`src/rtl/core/qct_pkg.sv`:
```
// ----------------------------------------------------------------------------
// qct_pkg
// Types and constants that the tokenizer's front, queue and back share.
// ----------------------------------------------------------------------------
package qct_pkg;

	localparam int CHAR_W      = 8;
	localparam int NUM_W       = 8;
	localparam int LEN_W       = 12;
	localparam int MAX_RESULTS = 4;
	localparam int RES_IDX_W   = $clog2(MAX_RESULTS);
	localparam int RES_CNT_W   = $clog2(MAX_RESULTS + 1);
	localparam int CFG_IDX_W   = 1;

	localparam int LEN_FIELD_MAX = (1 << LEN_W) - 1;
	localparam int NUM_FIELD_MAX = (1 << NUM_W) - 1;

	localparam int DEF_MAX_LINE_CHARS = 4095;
	localparam int DEF_MAX_TOKENS     = 255;
	localparam int DEF_QUEUE_DEPTH    = 4;

	localparam logic [CFG_IDX_W-1:0] CFG_DELIM = 1'b0;
	localparam logic [CFG_IDX_W-1:0] CFG_NORM  = 1'b1;

	localparam logic [CHAR_W-1:0] DELIM_RESET = 8'd32;
	localparam logic              NORM_RESET  = 1'b1;

	localparam logic [CHAR_W-1:0] CH_SPACE  = 8'h20;
	localparam logic [CHAR_W-1:0] CH_TAB    = 8'h09;
	localparam logic [CHAR_W-1:0] CH_CR     = 8'h0D;
	localparam logic [CHAR_W-1:0] CH_LF     = 8'h0A;
	localparam logic [CHAR_W-1:0] CH_HASH   = 8'h23;
	localparam logic [CHAR_W-1:0] CH_BSLASH = 8'h5C;
	localparam logic [CHAR_W-1:0] CH_QUOTE  = 8'h22;

	typedef enum logic [1:0] {
		KIND_CHAR  = 2'd0,
		KIND_TOKEN = 2'd1,
		KIND_LINE  = 2'd2
	} kind_t;

	typedef struct packed {
		kind_t             kind;
		logic [CHAR_W-1:0] ch;
		logic [NUM_W-1:0]  num;
		logic [LEN_W-1:0]  len;
		logic              st;
		logic [LEN_W-1:0]  pos;
	} res_t;

	typedef struct packed {
		res_t [MAX_RESULTS-1:0] res;
		logic [RES_CNT_W-1:0]   n;
	} bundle_t;

	typedef struct packed {
		logic    valid;
		bundle_t head;
	} q_head_t;

endpackage

```
`src/rtl/core/qct_front.sv`:
```
// ----------------------------------------------------------------------------
// qct_front
// Accepts line bytes, applies the whitespace front stage when enabled and the
// tokenizer rules, and pushes any results of a byte as one queue bundle.
// ----------------------------------------------------------------------------
module qct_front #(
	parameter int MAX_LINE_CHARS = qct_pkg::DEF_MAX_LINE_CHARS,
	parameter int MAX_TOKENS     = qct_pkg::DEF_MAX_TOKENS
) (
	input  logic                           clk,
	input  logic                           arst_n,
	input  logic                           cfg_write,
	input  logic [qct_pkg::CFG_IDX_W-1:0]  cfg_index,
	input  logic [qct_pkg::CHAR_W-1:0]     cfg_data,
	input  logic                           in_valid,
	output logic                           in_ready,
	input  logic [qct_pkg::CHAR_W-1:0]     line_byte,
	input  logic                           line_last,
	input  logic                           q_full,
	output logic                           push,
	output qct_pkg::bundle_t               push_bundle
);

	localparam int CharCapI = (MAX_LINE_CHARS < qct_pkg::LEN_FIELD_MAX) ?
		MAX_LINE_CHARS : qct_pkg::LEN_FIELD_MAX;
	localparam int TokCapI = (MAX_TOKENS < qct_pkg::NUM_FIELD_MAX) ?
		MAX_TOKENS : qct_pkg::NUM_FIELD_MAX;
	localparam logic [qct_pkg::LEN_W-1:0] CharCap = qct_pkg::LEN_W'(CharCapI);
	localparam logic [qct_pkg::NUM_W-1:0] TokCap  = qct_pkg::NUM_W'(TokCapI);

	typedef struct packed {
		logic                       in_quote;
		logic                       esc;
		logic                       comment;
		logic [qct_pkg::LEN_W-1:0]  len;
		logic [qct_pkg::NUM_W-1:0]  count;
		logic [qct_pkg::LEN_W-1:0]  chars;
	} tok_state_t;

	typedef struct packed {
		tok_state_t     st;
		logic           emit;
		qct_pkg::res_t  res;
	} tk_out_t;

	function automatic tk_out_t complete_tok(tok_state_t s);
		tk_out_t o;
		o = '0;
		o.st = s;
		o.emit = 1'b1;
		o.res.kind = qct_pkg::KIND_TOKEN;
		o.res.num = s.count;
		o.res.len = s.len;
		if (s.count < TokCap) begin
			o.st.count = s.count + 1'b1;
		end
		o.st.len = '0;
		return o;
	endfunction

	function automatic tk_out_t append_ch(tok_state_t s, logic [qct_pkg::CHAR_W-1:0] c);
		tk_out_t o;
		o = '0;
		o.st = s;
		o.emit = 1'b1;
		o.res.kind = qct_pkg::KIND_CHAR;
		o.res.ch = c;
		o.res.num = s.count;
		if (s.len < CharCap) begin
			o.st.len = s.len + 1'b1;
		end
		o.st.esc = 1'b0;
		return o;
	endfunction

	function automatic tk_out_t tokenize(tok_state_t s, logic [qct_pkg::CHAR_W-1:0] c,
			logic [qct_pkg::CHAR_W-1:0] delim);
		tk_out_t o;
		tok_state_t t;
		o = '0;
		o.st = s;
		t = s;
		if (!s.comment) begin
			if (s.chars < CharCap) begin
				t.chars = s.chars + 1'b1;
			end
			o.st = t;
			if (s.in_quote) begin
				if (c == qct_pkg::CH_BSLASH) begin
					if (s.esc) begin
						o = append_ch(t, c);
					end else begin
						o.st.esc = 1'b1;
					end
				end else if (c == qct_pkg::CH_QUOTE) begin
					if (s.esc) begin
						o = append_ch(t, c);
					end else begin
						o.st.in_quote = 1'b0;
					end
				end else begin
					o = append_ch(t, c);
				end
			end else if (c == qct_pkg::CH_QUOTE) begin
				o.st.in_quote = 1'b1;
			end else if (c == qct_pkg::CH_HASH) begin
				o.st.comment = 1'b1;
			end else if (c == delim) begin
				o = complete_tok(t);
			end else begin
				o = append_ch(t, c);
			end
		end
		return o;
	endfunction

	logic [qct_pkg::CHAR_W-1:0] delim_q;
	logic                       norm_q;
	tok_state_t                 tok_q;
	logic                       pend_q;
	logic                       seen_q;

	tok_state_t                 tok_d;
	logic                       pend_d;
	logic                       seen_d;
	qct_pkg::bundle_t           bundle;
	logic                       accept;

	always_comb begin
		tk_out_t                       t;
		tok_state_t                    s;
		logic                          ws;
		logic [qct_pkg::RES_CNT_W-1:0] n;
		t = '0;
		s = tok_q;
		n = '0;
		bundle = '0;
		pend_d = pend_q;
		seen_d = seen_q;
		ws = (line_byte == qct_pkg::CH_SPACE) || (line_byte == qct_pkg::CH_TAB) ||
			(line_byte == qct_pkg::CH_CR) || (line_byte == qct_pkg::CH_LF);
		if (norm_q) begin
			if (ws) begin
				if (seen_q) begin
					pend_d = 1'b1;
				end
			end else begin
				if (pend_q) begin
					t = tokenize(s, qct_pkg::CH_SPACE, delim_q);
					s = t.st;
					if (t.emit) begin
						bundle.res[n[qct_pkg::RES_IDX_W-1:0]] = t.res;
						n = n + 1'b1;
					end
				end
				pend_d = 1'b0;
				seen_d = 1'b1;
				t = tokenize(s, line_byte, delim_q);
				s = t.st;
				if (t.emit) begin
					bundle.res[n[qct_pkg::RES_IDX_W-1:0]] = t.res;
					n = n + 1'b1;
				end
			end
		end else begin
			t = tokenize(s, line_byte, delim_q);
			s = t.st;
			if (t.emit) begin
				bundle.res[n[qct_pkg::RES_IDX_W-1:0]] = t.res;
				n = n + 1'b1;
			end
		end
		if (line_last) begin
			if (s.len != '0) begin
				t = complete_tok(s);
				s = t.st;
				bundle.res[n[qct_pkg::RES_IDX_W-1:0]] = t.res;
				n = n + 1'b1;
			end
			bundle.res[n[qct_pkg::RES_IDX_W-1:0]].kind = qct_pkg::KIND_LINE;
			bundle.res[n[qct_pkg::RES_IDX_W-1:0]].num = s.count;
			bundle.res[n[qct_pkg::RES_IDX_W-1:0]].st = s.in_quote;
			bundle.res[n[qct_pkg::RES_IDX_W-1:0]].pos = s.in_quote ? s.chars : '0;
			n = n + 1'b1;
			s = '0;
			pend_d = 1'b0;
			seen_d = 1'b0;
		end
		bundle.n = n;
		tok_d = s;
	end

	assign in_ready = !q_full;
	assign accept = in_valid && in_ready;
	assign push = accept && (bundle.n != '0);
	assign push_bundle = bundle;

	always_ff @(posedge clk or negedge arst_n) begin
		if (!arst_n) begin
			delim_q <= qct_pkg::DELIM_RESET;
			norm_q <= qct_pkg::NORM_RESET;
			tok_q <= '0;
			pend_q <= 1'b0;
			seen_q <= 1'b0;
		end else begin
			if (cfg_write) begin
				unique case (cfg_index)
					qct_pkg::CFG_DELIM: delim_q <= cfg_data;
					qct_pkg::CFG_NORM: norm_q <= cfg_data[0];
				endcase
			end
			if (accept) begin
				tok_q <= tok_d;
				pend_q <= pend_d;
				seen_q <= seen_d;
			end
		end
	end

endmodule

```
`src/rtl/core/qct_queue.sv`:
```
// ----------------------------------------------------------------------------
// qct_queue
// Short first-in first-out queue of result bundles between front and back.
// ----------------------------------------------------------------------------
module qct_queue #(
	parameter int QUEUE_DEPTH = qct_pkg::DEF_QUEUE_DEPTH
) (
	input  logic             clk,
	input  logic             arst_n,
	input  logic             push,
	input  qct_pkg::bundle_t push_bundle,
	output logic             full,
	input  logic             pop,
	output qct_pkg::q_head_t head
);

	localparam int PtrW = (QUEUE_DEPTH > 1) ? $clog2(QUEUE_DEPTH) : 1;
	localparam int CntW = $clog2(QUEUE_DEPTH + 1);
	localparam logic [PtrW-1:0] LastPtr = PtrW'(QUEUE_DEPTH - 1);
	localparam logic [CntW-1:0] Depth   = CntW'(QUEUE_DEPTH);

	qct_pkg::bundle_t  store_q [QUEUE_DEPTH];
	logic [PtrW-1:0]   wr_ptr_q;
	logic [PtrW-1:0]   rd_ptr_q;
	logic [CntW-1:0]   count_q;

	assign full = (count_q == Depth);
	assign head.valid = (count_q != '0);
	assign head.head = store_q[rd_ptr_q];

	always_ff @(posedge clk) begin
		if (push) begin
			store_q[wr_ptr_q] <= push_bundle;
		end
	end

	always_ff @(posedge clk or negedge arst_n) begin
		if (!arst_n) begin
			wr_ptr_q <= '0;
			rd_ptr_q <= '0;
			count_q <= '0;
		end else begin
			if (push) begin
				wr_ptr_q <= (wr_ptr_q == LastPtr) ? '0 : wr_ptr_q + 1'b1;
			end
			if (pop) begin
				rd_ptr_q <= (rd_ptr_q == LastPtr) ? '0 : rd_ptr_q + 1'b1;
			end
			if (push && !pop) begin
				count_q <= count_q + 1'b1;
			end else if (pop && !push) begin
				count_q <= count_q - 1'b1;
			end
		end
	end

endmodule

```
`src/rtl/core/qct_back.sv`:
```
// ----------------------------------------------------------------------------
// qct_back
// Hands out the results of the bundle at the head of the queue, one a cycle while out_ready is high.
// ----------------------------------------------------------------------------
module qct_back (
	input  logic                        clk,
	input  logic                        arst_n,
	input  qct_pkg::q_head_t            head,
	output logic                        pop,
	output logic                        out_valid,
	input  logic                        out_ready,
	output logic [1:0]                  result_kind,
	output logic [qct_pkg::CHAR_W-1:0]  token_char,
	output logic [qct_pkg::NUM_W-1:0]   token_number,
	output logic [qct_pkg::LEN_W-1:0]   token_length,
	output logic                        line_status,
	output logic [qct_pkg::LEN_W-1:0]   error_position,
	output logic                        result_last
);

	logic [qct_pkg::RES_IDX_W-1:0] idx_q;
	qct_pkg::res_t                 cur;
	logic                          is_last;
	logic                          take;

	assign cur = head.head.res[idx_q];
	assign is_last = ({1'b0, idx_q} + 1'b1) == head.head.n;
	assign out_valid = head.valid;
	assign take = out_valid && out_ready;
	assign pop = take && is_last;

	assign result_kind = cur.kind;
	assign token_char = cur.ch;
	assign token_number = cur.num;
	assign token_length = cur.len;
	assign line_status = cur.st;
	assign error_position = cur.pos;
	assign result_last = is_last;

	always_ff @(posedge clk or negedge arst_n) begin
		if (!arst_n) begin
			idx_q <= '0;
		end else if (take) begin
			idx_q <= is_last ? '0 : idx_q + 1'b1;
		end
	end

endmodule

```
`src/rtl/core/quoted_command_tokenizer.sv`:
```
// ----------------------------------------------------------------------------
// quoted_command_tokenizer
// Streaming shell-style tokenizer for one command line at a time.
// ----------------------------------------------------------------------------
// The block takes one line byte per cycle while the queue has room and gives
// one result per cycle while out_ready is high. A byte is classified in the
// cycle it is accepted; its results, up to four, go as one bundle into a
// queue of QUEUE_DEPTH entries and leave it one per cycle. A byte that causes
// no result leaves nothing in the queue, so input runs at one byte per cycle
// while the results keep pace, and the output port sets the sustained figure.
module quoted_command_tokenizer #(
	parameter int MAX_LINE_CHARS = qct_pkg::DEF_MAX_LINE_CHARS,
	parameter int MAX_TOKENS     = qct_pkg::DEF_MAX_TOKENS,
	parameter int QUEUE_DEPTH    = qct_pkg::DEF_QUEUE_DEPTH
) (
	input  logic                           clk,
	input  logic                           arst_n,
	input  logic                           cfg_write,
	input  logic [qct_pkg::CFG_IDX_W-1:0]  cfg_index,
	input  logic [qct_pkg::CHAR_W-1:0]     cfg_data,
	input  logic                           in_valid,
	output logic                           in_ready,
	input  logic [qct_pkg::CHAR_W-1:0]     line_byte,
	input  logic                           line_last,
	output logic                           out_valid,
	input  logic                           out_ready,
	output logic [1:0]                     result_kind,
	output logic [qct_pkg::CHAR_W-1:0]     token_char,
	output logic [qct_pkg::NUM_W-1:0]      token_number,
	output logic [qct_pkg::LEN_W-1:0]      token_length,
	output logic                           line_status,
	output logic [qct_pkg::LEN_W-1:0]      error_position,
	output logic                           result_last
);

	logic             q_full;
	logic             push;
	logic             pop;
	qct_pkg::bundle_t push_bundle;
	qct_pkg::q_head_t head;

	qct_front #(
		.MAX_LINE_CHARS(MAX_LINE_CHARS),
		.MAX_TOKENS(MAX_TOKENS)
	) u_front (
		.clk(clk),
		.arst_n(arst_n),
		.cfg_write(cfg_write),
		.cfg_index(cfg_index),
		.cfg_data(cfg_data),
		.in_valid(in_valid),
		.in_ready(in_ready),
		.line_byte(line_byte),
		.line_last(line_last),
		.q_full(q_full),
		.push(push),
		.push_bundle(push_bundle)
	);

	qct_queue #(
		.QUEUE_DEPTH(QUEUE_DEPTH)
	) u_queue (
		.clk(clk),
		.arst_n(arst_n),
		.push(push),
		.push_bundle(push_bundle),
		.full(q_full),
		.pop(pop),
		.head(head)
	);

	qct_back u_back (
		.clk(clk),
		.arst_n(arst_n),
		.head(head),
		.pop(pop),
		.out_valid(out_valid),
		.out_ready(out_ready),
		.result_kind(result_kind),
		.token_char(token_char),
		.token_number(token_number),
		.token_length(token_length),
		.line_status(line_status),
		.error_position(error_position),
		.result_last(result_last)
	);

endmodule

```
`config.mk`:
```
export PLATFORM = sky130hd
export DESIGN_NAME = quoted_command_tokenizer
export DESIGN_NICKNAME = d
export VERILOG_FILES = /design/src/rtl/core/qct_pkg.sv /design/src/rtl/core/qct_front.sv /design/src/rtl/core/qct_queue.sv /design/src/rtl/core/qct_back.sv /design/src/rtl/core/quoted_command_tokenizer.sv
export SDC_FILE = /design/constraint.sdc
export NUM_CORES = 1
export LEC_CHECK = 0
export BUFFER_PORTS_ARGS = -buffer_cell sky130_fd_sc_hd__buf_4
export CAP_MARGIN = 30
export CELL_PAD_IN_SITES_DETAIL_PLACEMENT = 1
export CELL_PAD_IN_SITES_GLOBAL_PLACEMENT = 2
export CORE_ASPECT_RATIO = 1.2
export CORE_MARGIN = 1
export CORE_UTILIZATION = 48
export CTS_CLUSTER_DIAMETER = 50
export DETAILED_ROUTE_END_ITERATION = 10
export PLACE_DENSITY = 0.87
export SLEW_MARGIN = 20
export SYNTH_ARGS = -nofsm -noshare
export SYNTH_HDL_FRONTEND = slang
export SYNTH_HIERARCHICAL = 1
export SYNTH_SLANG_ARGS = --single-unit
```
`constraint.sdc`:
```
create_clock -name clk -period 14.1 [get_ports clk]
set_clock_uncertainty 0.1 [all_clocks]
set_input_delay 2.82 -clock clk [delete_from_list [all_inputs] [get_ports clk]]
set_output_delay 2.82 -clock clk [all_outputs]
set_load 0.02 [all_outputs]
```
== After elaboration in Yosys (flattened, before gate mapping) ==
Memories as Yosys holds them, arrays and structs flattened.
Cells that the tools add are included.

* Bits in registers: 55
* RAM bits: 700
* Word-level logic and storage cells: 195
* Memories kept: 1

* $add $sub $neg: 16
* Magnitude comparators: 14
* Equality and inequality tests: 15
* Muxes and demuxes: 110
* Bitwise logic cells: 1
* Reduce and logical (&&, ||, !) cells: 24

{| class="wikitable"
|+ Memories
! name !! depth !! width !! rd ports !! clocked after memory_dff !! write ports !! RTL line !! RTL
|-
| u_queue.store_q || 4 || 175 || 1 || 0 || 1 || qct_queue.sv:22 || <nowiki>qct_pkg::bundle_t store_q [QUEUE_DEPTH];</nowiki>
|}

{| class="wikitable"
|+ Operators with widths
! kind !! count
|-
| $mux 79 || 16
|-
| $bwmux 172 || 6
|-
| $mux 172 || 5
|-
| $demux 43 s2 || 6
|-
| $mux 76 || 6
|-
| $mux 43 || 10
|-
| $mux 78 || 5
|-
| $mux 35 || 7
|-
| $mux 129 || 1
|-
| $bmux 43 s2 || 1
|-
| $mux 12 || 6
|-
| $add 12x1->12 const B || 4
|-
| $lt 12x12->1 const B || 4
|-
| $mux 3 || 11
|-
| $mux 33 || 1
|-
| $mux 32 || 1
|-
| $add 8x1->8 const B || 3
|-
| $eq 8x4->1 const B || 3
|-
| $eq 8x6->1 const B || 3
|-
| $lt 8x8->1 const B || 3
|-
| $mux 8 || 3
|-
| $mux 1 || 19
|-
| $mux 13 || 1
|-
| $add 3x1->3 const B || 4
|-
| other kinds (23) || 51
|}

== Logic depth before layout (Yosys ltp) ==
Gate-level depths: netlist (run 1).

* Depth in word-level cells: 35
* Gate-level depth with buffers: 33
* Depth with buffers taken out: 28

== Modules after synthesis ==
The synthesis (run 1) kept the hierarchy.

{| class="wikitable"
|+ Modules (own cells, without submodules)
! module !! instances !! cells each !! area an instance (µm²) !! seq. area each (µm²)
|-
| qct_queue || 1 || 952 || 25,669.6 || 21,195.3
|-
| qct_front || 1 || 1,227 || 8,171.6 || 1,153.6
|-
| qct_back || 1 || 69 || 1,248.7 || 50.0
|}

== Worst setup path after synthesis (run 1) ==
Ideal clock, no wire load.

* Path kind: input-to-reg
* Start: input port line_byte[0] (netlist bit)
* End: memory u_queue/store_q[0][0] (netlist bit), enable pin
* Arrival: 11,403 ps
* Required time: 13,444 ps
* Path slack: 2,041 ps
* Cell stages on the path: 20
* Path buffers: 3
* Cells stage by stage: buf_2 nor2b_1 o2111ai_1 nand3_1 nor2_1 o21ai_0 or3b_2 o311ai_1 nand3_1 nor4b_4 nand2_1 buf_2 o21ai_0 ha_1 clkbuf_1 inv_1 ha_1 nor2_1 o31a_1 and2_1

{| class="wikitable"
|+ RTL lines
! what !! RTL line !! RTL
|-
| start: declaration || quoted_command_tokenizer.sv:23 || <nowiki>input logic [qct_pkg::CHAR_W-1:0] line_byte,</nowiki>
|-
| end: declaration || qct_queue.sv:22 ||
|}

==> results.sh, run 1 <==
export IMPL_outcome="finished, final reports clean"
export IMPL_die_x_um=249
export IMPL_grt_pass1_wl_mm=146
export IMPL_max_stage_delay_ns=0.84
export IMPL_cpMaxStageDelayCell="nor2_1"
export IMPL_r2r_start="u_front/tok_q[20]$_DFFE_PN0P_"
export IMPL_clk_latency_ns=0.65
export IMPL_syn_area_um2=35100
export IMPL_hpwl_mm=64.6
export IMPL_grt_pass1_vias=22533
export IMPL_area_delta_synth_final_pct=11.3
export IMPL_tightest_slew_ns=1.03
export IMPL_synth_enable_flop_cells=700
export IMPL_fmax_mhz=90.4
export IMPL_vias=21231
export IMPL_vias_per_cell=6.44
export IMPL_ys_warnings_count=6
export IMPL_ios=69
export IMPL_power_switching_mw=2.52
export IMPL_pwr_share_clk=0.271
export IMPL_portBuffers=68
export IMPL_nNetsFinal=2343
export IMPL_clkTransAtPathRegs_ns=0.06
export IMPL_hold_viol_final=0
export IMPL_netlist_instances=2248
export IMPL_period_minus_slack_ns=11.06
export IMPL_worst_path_buf_inv=3
export IMPL_required_ns=14.24
export IMPL_async_reset_ff_frac=0.0728
export IMPL_cts_buffer_depth=3
export IMPL_crit_arrival_ns=11.21
export IMPL_p_comb_frac=0.326
export IMPL_synth_main_ff_cell="edfxtp_1"
export IMPL_cts_resized=0
export IMPL_grt_max_degree=137
export IMPL_fp_dieH_um=298
export IMPL_startpoint="line_byte[1]"
export IMPL_critPathLaunchType="primary input"
export IMPL_cts_setup_buffers=0
export IMPL_rr_worst_depth=23
export IMPL_end_kind="register"
export IMPL_drtIter0Drc=1845
export IMPL_antenna_cells=0
export IMPL_clock_sinks=755
export IMPL_reg2reg_to="u_queue/store_q[0][12]$_DFFE_PP_"
export IMPL_grt_usage=0.266
export IMPL_syn_area_per_cell_um2=15.6
export IMPL_cts_htree_levels=3
export IMPL_switching_share=0.326
export IMPL_critPathTopFamily="simple AND/OR/NAND/NOR gates"
export IMPL_cts_root_buf="clkbuf_16"
export IMPL_grt_setup_unrepaired="no"
export IMPL_hold_worst_slack_ns=0.400
export IMPL_rows=108
export IMPL_cts_tree="yes"
export IMPL_setup_viol=0
export IMPL_tns_ns=0
export IMPL_initial_utilization=0.485
export IMPL_wl_mm=97.9
export IMPL_finalCritPeriodShare=0.785
export IMPL_drc_errors=0
export IMPL_hold_class="reg -> reg"
export IMPL_layout_drive_gt1_share=0.219
export IMPL_cp_endpoint="u_queue/store_q[0][12]$_DFFE_PP_"
export IMPL_cts_buffers=80
export IMPL_maxSlewViolCount=0
export IMPL_crit_type="in -> reg"
export IMPL_ys_types=103
export IMPL_antenna_found_initial=1
export IMPL_cts_hold_buf=0
export IMPL_ant_nets=0
export IMPL_p_seq_frac=0.403
export IMPL_crit_cells=18
export IMPL_fillers=6698
export IMPL_whs_path_depth=1
export IMPL_gp_congestion=0.922
export IMPL_coreArea_um2=72300
export IMPL_dr_pass1_iters=7
export IMPL_ir_drop_mv=0.158
export IMPL_ys_seq_area_frac=0.638
export IMPL_slew_headroom=0.313
export IMPL_r2r_setup_slack_ns=3.47
export IMPL_p_leak_nw=13.0
export IMPL_overflow=0
export IMPL_p_int_mw=5.22
export IMPL_dieArea_um2=74200
export IMPL_synth_seq_cells=755
export IMPL_max_cap_violations=0
export IMPL_crit_chain="buf_4 -> nor3b_1 -> o2111ai_1 -> nand3_1 -> nor2_1 -> o221ai_1 -> o21ai_0 -> nand4_2 -> nor4b_4 -> nand2_1 -> o21ai_0 -> ha_1 -> inv_1 -> ha_1 -> nor2_1 -> o31a_1 -> and2_4 -> buf_12"
export IMPL_path_max_fanout=135
export IMPL_avgRoutedWirePerCell_um=29.7
export IMPL_p_per_area_nw_per_um2=198
## power by group through the flow
stage	Combinational, mW	Sequential, mW	Clock [mW]
after floorplan	1.83	3.08	0
after global placement	2.45	3.14	0
after detailed placement	2.51	3.19	0
after CTS	2.53	3.15	2.14
after global routing	2.68	3.15	2.21
final	2.53	3.12	2.10
## cell type report
class                           instances  area (um^2)  share of cell area
Tap cell                              935         1170              0.0300
Sequential cell                       755        22400               0.574
Timing Repair Buffer                  113          973              0.0249
Multi-Input combinational cell       1297        11600               0.298
Inverter                               48          180             0.00461
Clock buffer                          102         2160              0.0552
Clock inverter                         46          509              0.0130
## cells in the mapped netlist, types with 9 or more instances
cell type,number,area share
o21ai_0,82,0.012
nand3_1,53,0.0076
o211ai_1,11,0.0024
a21o_1,9,0.0019
a31oi_1,17,0.0030
clkbuf_1,74,0.0079
mux2i_1,21,0.0060
mux2_2,17,0.0055
buf_6,17,0.0055
buf_4,24,0.0051
and3_1,36,0.0064
dfrtp_1,53,0.038
ha_1,24,0.0086
xnor2_1,30,0.0075
o22ai_1,22,0.0039
and2_1,26,0.0046
o31ai_1,11,0.0024
inv_1,44,0.0047
xor2_1,16,0.0040
a22oi_1,16,0.0034
buf_2,43,0.0061
edfxtp_1,700,0.60
nand2_1,153,0.016
mux4_2,213,0.14
a31o_2,9,0.0022
a211oi_1,16,0.0034
nor4_1,16,0.0029
nand4_1,21,0.0037
nor3_1,39,0.0056
nor2_1,152,0.016
o21a_1,9,0.0019
a21oi_1,70,0.010
## logic make-up (layout without fill, tap and decap cells)
kind of cell,after synthesis,count (layout),share of synthesized area
DFF,755,755,0.638
and+or+nand+nor,567,567,0.0802
AOI/OAI and AO/OA,387,387,0.0767
muxes,256,256,0.152
buffers and inverters,211,309,0.0322
xor gates and xnor gates,46,46,0.0115
adders and majority gates,25,25,0.00913
other,1,16,0.000107
## state kept, by name (all words and copies together), names as in the netlist
name	count
u_queue/count_q	3
u_queue/store_q	700
u_front/seen_q	1
u_queue/wr_ptr_q	2
u_front/tok_q	35
u_front/pend_q	1
u_queue/rd_ptr_q	2
u_front/norm_q	1
u_front/delim_q	8
u_back/idx_q	2
## placed cells by master (no fill, tap or decap), types with 9 or more instances in the layout
| cell | n |
|---|---|
| clkbuf_16 | 81 |
| mux2i_1 | 21 |
| ha_1 | 24 |
| o21ai_0 | 82 |
| o31ai_1 | 11 |
| nand3_1 | 53 |
| and2_1 | 22 |
| mux4_2 | 213 |
| a21oi_1 | 70 |
| o22ai_1 | 22 |
| a211oi_1 | 15 |
| nor4_1 | 16 |
| o211ai_1 | 11 |
| inv_1 | 44 |
| nor2_1 | 152 |
| o21a_1 | 9 |
| nand4_1 | 21 |
| a31o_2 | 9 |
| mux2_2 | 17 |
| clkbuf_1 | 16 |
| a22oi_1 | 16 |
| buf_4 | 100 |
| dfrtp_1 | 49 |
| xnor2_1 | 30 |
| a21o_1 | 9 |
| conb_1 | 16 |
| edfxtp_1 | 700 |
| nor3_1 | 38 |
| and3_1 | 36 |
| xor2_1 | 16 |
| clkinv_1 | 17 |
| nand2_1 | 153 |
| a31oi_1 | 17 |
## worst register-to-register path, stage by stage (launching register included)
cell	delay [ns]
dfrtp_1	0.69
ha_1	0.49
and3_1	0.48
nand4_2	0.40
o21ai_0	0.37
a22oi_1	0.29
inv_1	0.23
ha_1	0.35
o211ai_1	0.26
and4b_1	0.31
nand4b_1	0.35
and3_1	0.32
o31ai_1	0.68
nand3_1	0.27
nor4b_4	0.50
nand2_1	0.50
o21ai_0	0.52
ha_1	0.46
inv_1	0.16
ha_1	0.31
nor2_1	0.27
o31a_1	0.40
and2_4	0.66
buf_12	0.60
## per-layer routing
layer  vias to the layer above  GRT usage  share of wire
met5                         -          0              0
li1                       9093          -              -
met3                       193     0.0431          0.064
met4                         0      0.105          0.034
met2                       759      0.443           0.50
met1                     11186      0.351           0.40
## through the flow
| step | power, mW | utilization | instance area [um^2] | worst slack [ns] | instances |
|---|---|---|---|---|---|
| 2_1_floorplan | 4.91 | - | 35100 | 2.04 | 2263 |
| 3_3_place_gp | 5.59 | 0.502 | 36300 | 3.06 | 3140 |
| 3_5_place_dp | 5.70 | 0.503 | 36300 | 2.76 | 3145 |
| 4_1_cts | 7.82 | 0.539 | 39000 | 3.33 | 3293 |
| 5_1_grt | 8.04 | 0.540 | 39000 | 2.71 | 3296 |
| 6_report | 7.75 | 0.540 | 39000 | 3.04 | 3296 |
## worst min-delay path by stage
stage          slack, ns                             end                            from
2_1_floorplan       0.35  u_queue/count_q[2]$_DFFE_PN0P_  u_queue/count_q[2]$_DFFE_PN0P_
3_3_place_gp        0.37  u_queue/count_q[2]$_DFFE_PN0P_  u_queue/count_q[2]$_DFFE_PN0P_
3_5_place_dp        0.39  u_queue/count_q[2]$_DFFE_PN0P_  u_queue/count_q[2]$_DFFE_PN0P_
4_1_cts             0.40  u_queue/count_q[2]$_DFFE_PN0P_  u_queue/count_q[2]$_DFFE_PN0P_
5_1_grt             0.43  u_queue/count_q[2]$_DFFE_PN0P_  u_queue/count_q[2]$_DFFE_PN0P_
6_report            0.40  u_queue/count_q[2]$_DFFE_PN0P_  u_queue/count_q[2]$_DFFE_PN0P_
Power figures use the tool's default switching activity.
==> run 2, diff against run 1 <==
CORE_UTILIZATION = 43   (was 48)
PLACE_DENSITY = 0.83   (was 0.87)
clock period = 9.05 ns   (was 14.1 ns; I/O delays follow)
==> results.sh, run 2 (synthesis gave the netlist of run 1 again) <==
export IMPL_reg2reg_to="u_queue/store_q[2][144]$_DFFE_PP_"
export IMPL_grt_setup_unrepaired="no"
export IMPL_slew_headroom=0.325
export IMPL_vias_per_cell=6.24
export IMPL_outcome="finished, final reports clean"
export IMPL_p_int_mw=8.19
export IMPL_fin_area_um2=39800
export IMPL_crit_type="reg -> reg"
export IMPL_portBuffers=68
export IMPL_critPathLaunchType="register"
export IMPL_instances_no_fill=3467
export IMPL_nNetsFinal=2401
export IMPL_cts_htree_levels=3
export IMPL_switching_share=0.330
export IMPL_power_switching_mw=4.04
export IMPL_hold_path_startpoint="u_queue/count_q[2]$_DFFE_PN0P_"
export IMPL_gp_congestion=0.933
export IMPL_r2r_start="u_front/delim_q[5]$_DFFE_PN1P_"
export IMPL_cts_buffers=83
export IMPL_max_stage_delay_ns=0.57
export IMPL_clkTransAtPathRegs_ns=0.06
export IMPL_mostFrequentLayoutCells="edfxtp_1 (700), mux4_2 (213), nand2_1 (153)"
export IMPL_path_max_fanout=44
export IMPL_p_comb_frac=0.330
export IMPL_grt_pass1_vias=22831
export IMPL_fmax_mhz=130
export IMPL_drtIter0Drc=2023
export IMPL_tightest_slew_ns=1.01
export IMPL_initial_utilization=0.435
export IMPL_pwr_share_clk=0.271
export IMPL_avgRoutedWirePerCell_um=28.7
export IMPL_clk_latency_ns=0.67
export IMPL_hold_viol_final=0
export IMPL_r2r_setup_slack_ns=1.37
export IMPL_die_x_um=263
export IMPL_crit_chain="nor4b_2 -> buf_4 -> and3_1 -> o21ai_0 -> a22oi_1 -> inv_1 -> ha_1 -> o211ai_1 -> and4b_1 -> nand4b_1 -> nand4_1 -> a31oi_1 -> nand4_2 -> nor4b_4 -> nand2_1 -> o21ai_0 -> ha_1 -> inv_1 -> ha_1 -> nor2_1 -> o31a_1 -> buf_4 -> and2_4 -> buf_12"
export IMPL_fp_dieH_um=315
export IMPL_grt_pass1_wl_mm=148
export IMPL_wl_mm=99.6
export IMPL_largest_reg_flops=700
export IMPL_p_per_area_nw_per_um2=307
export IMPL_post_place_ws_ns=0.866
export IMPL_cts_setup_buffers=0
export IMPL_drc_errors=0
export IMPL_place_area_um2=37100
export IMPL_finalCritPeriodShare=0.848
export IMPL_layout_drive_gt1_share=0.241
export IMPL_fillers=7765
export IMPL_p_leak_nw=13.3
export IMPL_coreArea_um2=80700
export IMPL_hold_end="u_queue/count_q[2]$_DFFE_PN0P_"
export IMPL_dr_pass1_iters=5
export IMPL_rr_worst_depth=24
export IMPL_max_cap_violations=0
export IMPL_crit_arrival_ns=7.89
export IMPL_hpwl_mm=67.0
export IMPL_end_kind="register"
export IMPL_cts_hold_buf=0
export IMPL_cts_buffer_depth=3
export IMPL_tns_ns=0
export IMPL_final_common_cell="edfxtp_1"
export IMPL_grt_usage=0.241
export IMPL_cpMaxStageDelayCell="a31oi_1"
export IMPL_overflow=0
export IMPL_antenna_found_initial=4
export IMPL_worst_path_buf_inv=5
export IMPL_ant_nets=0
export IMPL_reg_largest_list="u_queue/store_q x700, u_front/tok_q x35, u_front/delim_q x8"
export IMPL_clock_sinks=755
export IMPL_antenna_cells=0
export IMPL_dieArea_um2=82800
export IMPL_hold_class="reg -> reg"
export IMPL_maxSlewViolCount=0
export IMPL_critPathTopFamily="simple AND/OR/NAND/NOR gates"
export IMPL_crit_top_cell="ha_1"
export IMPL_cts_resized=0
export IMPL_placedCellCount=3308
export IMPL_largest_register="u_queue/store_q"
export IMPL_area_delta_synth_final_pct=13.5
export IMPL_p_seq_frac=0.399
export IMPL_cts_tree="yes"
export IMPL_cts_root_buf="clkbuf_16"
export IMPL_ios=69
export IMPL_whs_path_depth=1
export IMPL_vias=21630
export IMPL_ir_drop_mv=0.216
export IMPL_startpoint="u_front/delim_q[5]$_DFFE_PN1P_"
export IMPL_period_minus_slack_ns=7.68
export IMPL_rows=114
export IMPL_grt_max_degree=121
export IMPL_setup_slack_ns=1.37
export IMPL_setup_viol=0
export IMPL_required_ns=9.26
run 2: changes by cell type in the layout (fill, tap and decap cells not counted), moves of 4 or more:
cell / before / now
buf_4: 100 / 141
buf_12: 6 / 22
clkbuf_1: 16 / 7
clkinv_2: 3 / 12
bufinv_16: 6 / 2
clkinvlp_4: 5 / 9
run 2: worst max path at each step:
| stage | endpoint | slack (ns) | depth (start not counted) |
|---|---|---|---|
| 3_3_place_gp | u_queue/count_q[2]$_DFFE_PN0P_ | 1.14 | 23 |
| 3_5_place_dp | u_queue/store_q[2][174]$_DFFE_PP_ | 0.87 | 20 |
| 5_1_grt | u_queue/count_q[2]$_DFFE_PN0P_ | 1.07 | 27 |
| 6_report | u_queue/store_q[2][144]$_DFFE_PP_ | 1.37 | 24 |
| 2_1_floorplan | u_queue/store_q[2][0]$_DFFE_PP_ | -0.04 | 20 |
| 4_1_cts | u_queue/store_q[2][87]$_DFFE_PP_ | 1.43 | 23 |
run 2: layer usage:
layer / global-route usage / part of all wire / routed length, um
met1: 0.315 / 0.41 / 40500
met2: 0.405 / 0.50 / 49800
met3: 0.0373 / 0.059 / 5890
met4: 0.0920 / 0.034 / 3410
met5: 0 / 0.00027 / 27
run 2: per-stage QoR:
step / utilization / power, mW / hold WS (ns)
detailed placement: 0.459 / 9.01 / 0.398
floorplan: - / 7.59 / 0.349
finish: 0.493 / 12.2 / 0.413
CTS: 0.493 / 12.4 / 0.410
global placement: 0.459 / 8.86 / 0.388
global route: 0.493 / 12.7 / 0.439
run 2: power groups by stage:
stage          registers [mW]  clock network (mW)  logic [mW]
2_1_floorplan            4.74                   0        2.85
3_3_place_gp             4.89                   0        3.97
3_5_place_dp             4.96                   0        4.06
4_1_cts                  4.89                3.38        4.08
5_1_grt                  4.94                3.49        4.25
6_report                 4.88                3.31        4.03
run 2: cell type report:
cell class / instances / area (um^2) / area share
inverter: 48 / 180 / 0.00452
timing repair buffer: 168 / 1560 / 0.0391
sequential: 755 / 22400 / 0.563
tap: 1044 / 1310 / 0.0328
clock buffer: 96 / 2200 / 0.0552
clock inverter: 59 / 528 / 0.0133
multi-input combinational: 1297 / 11600 / 0.292
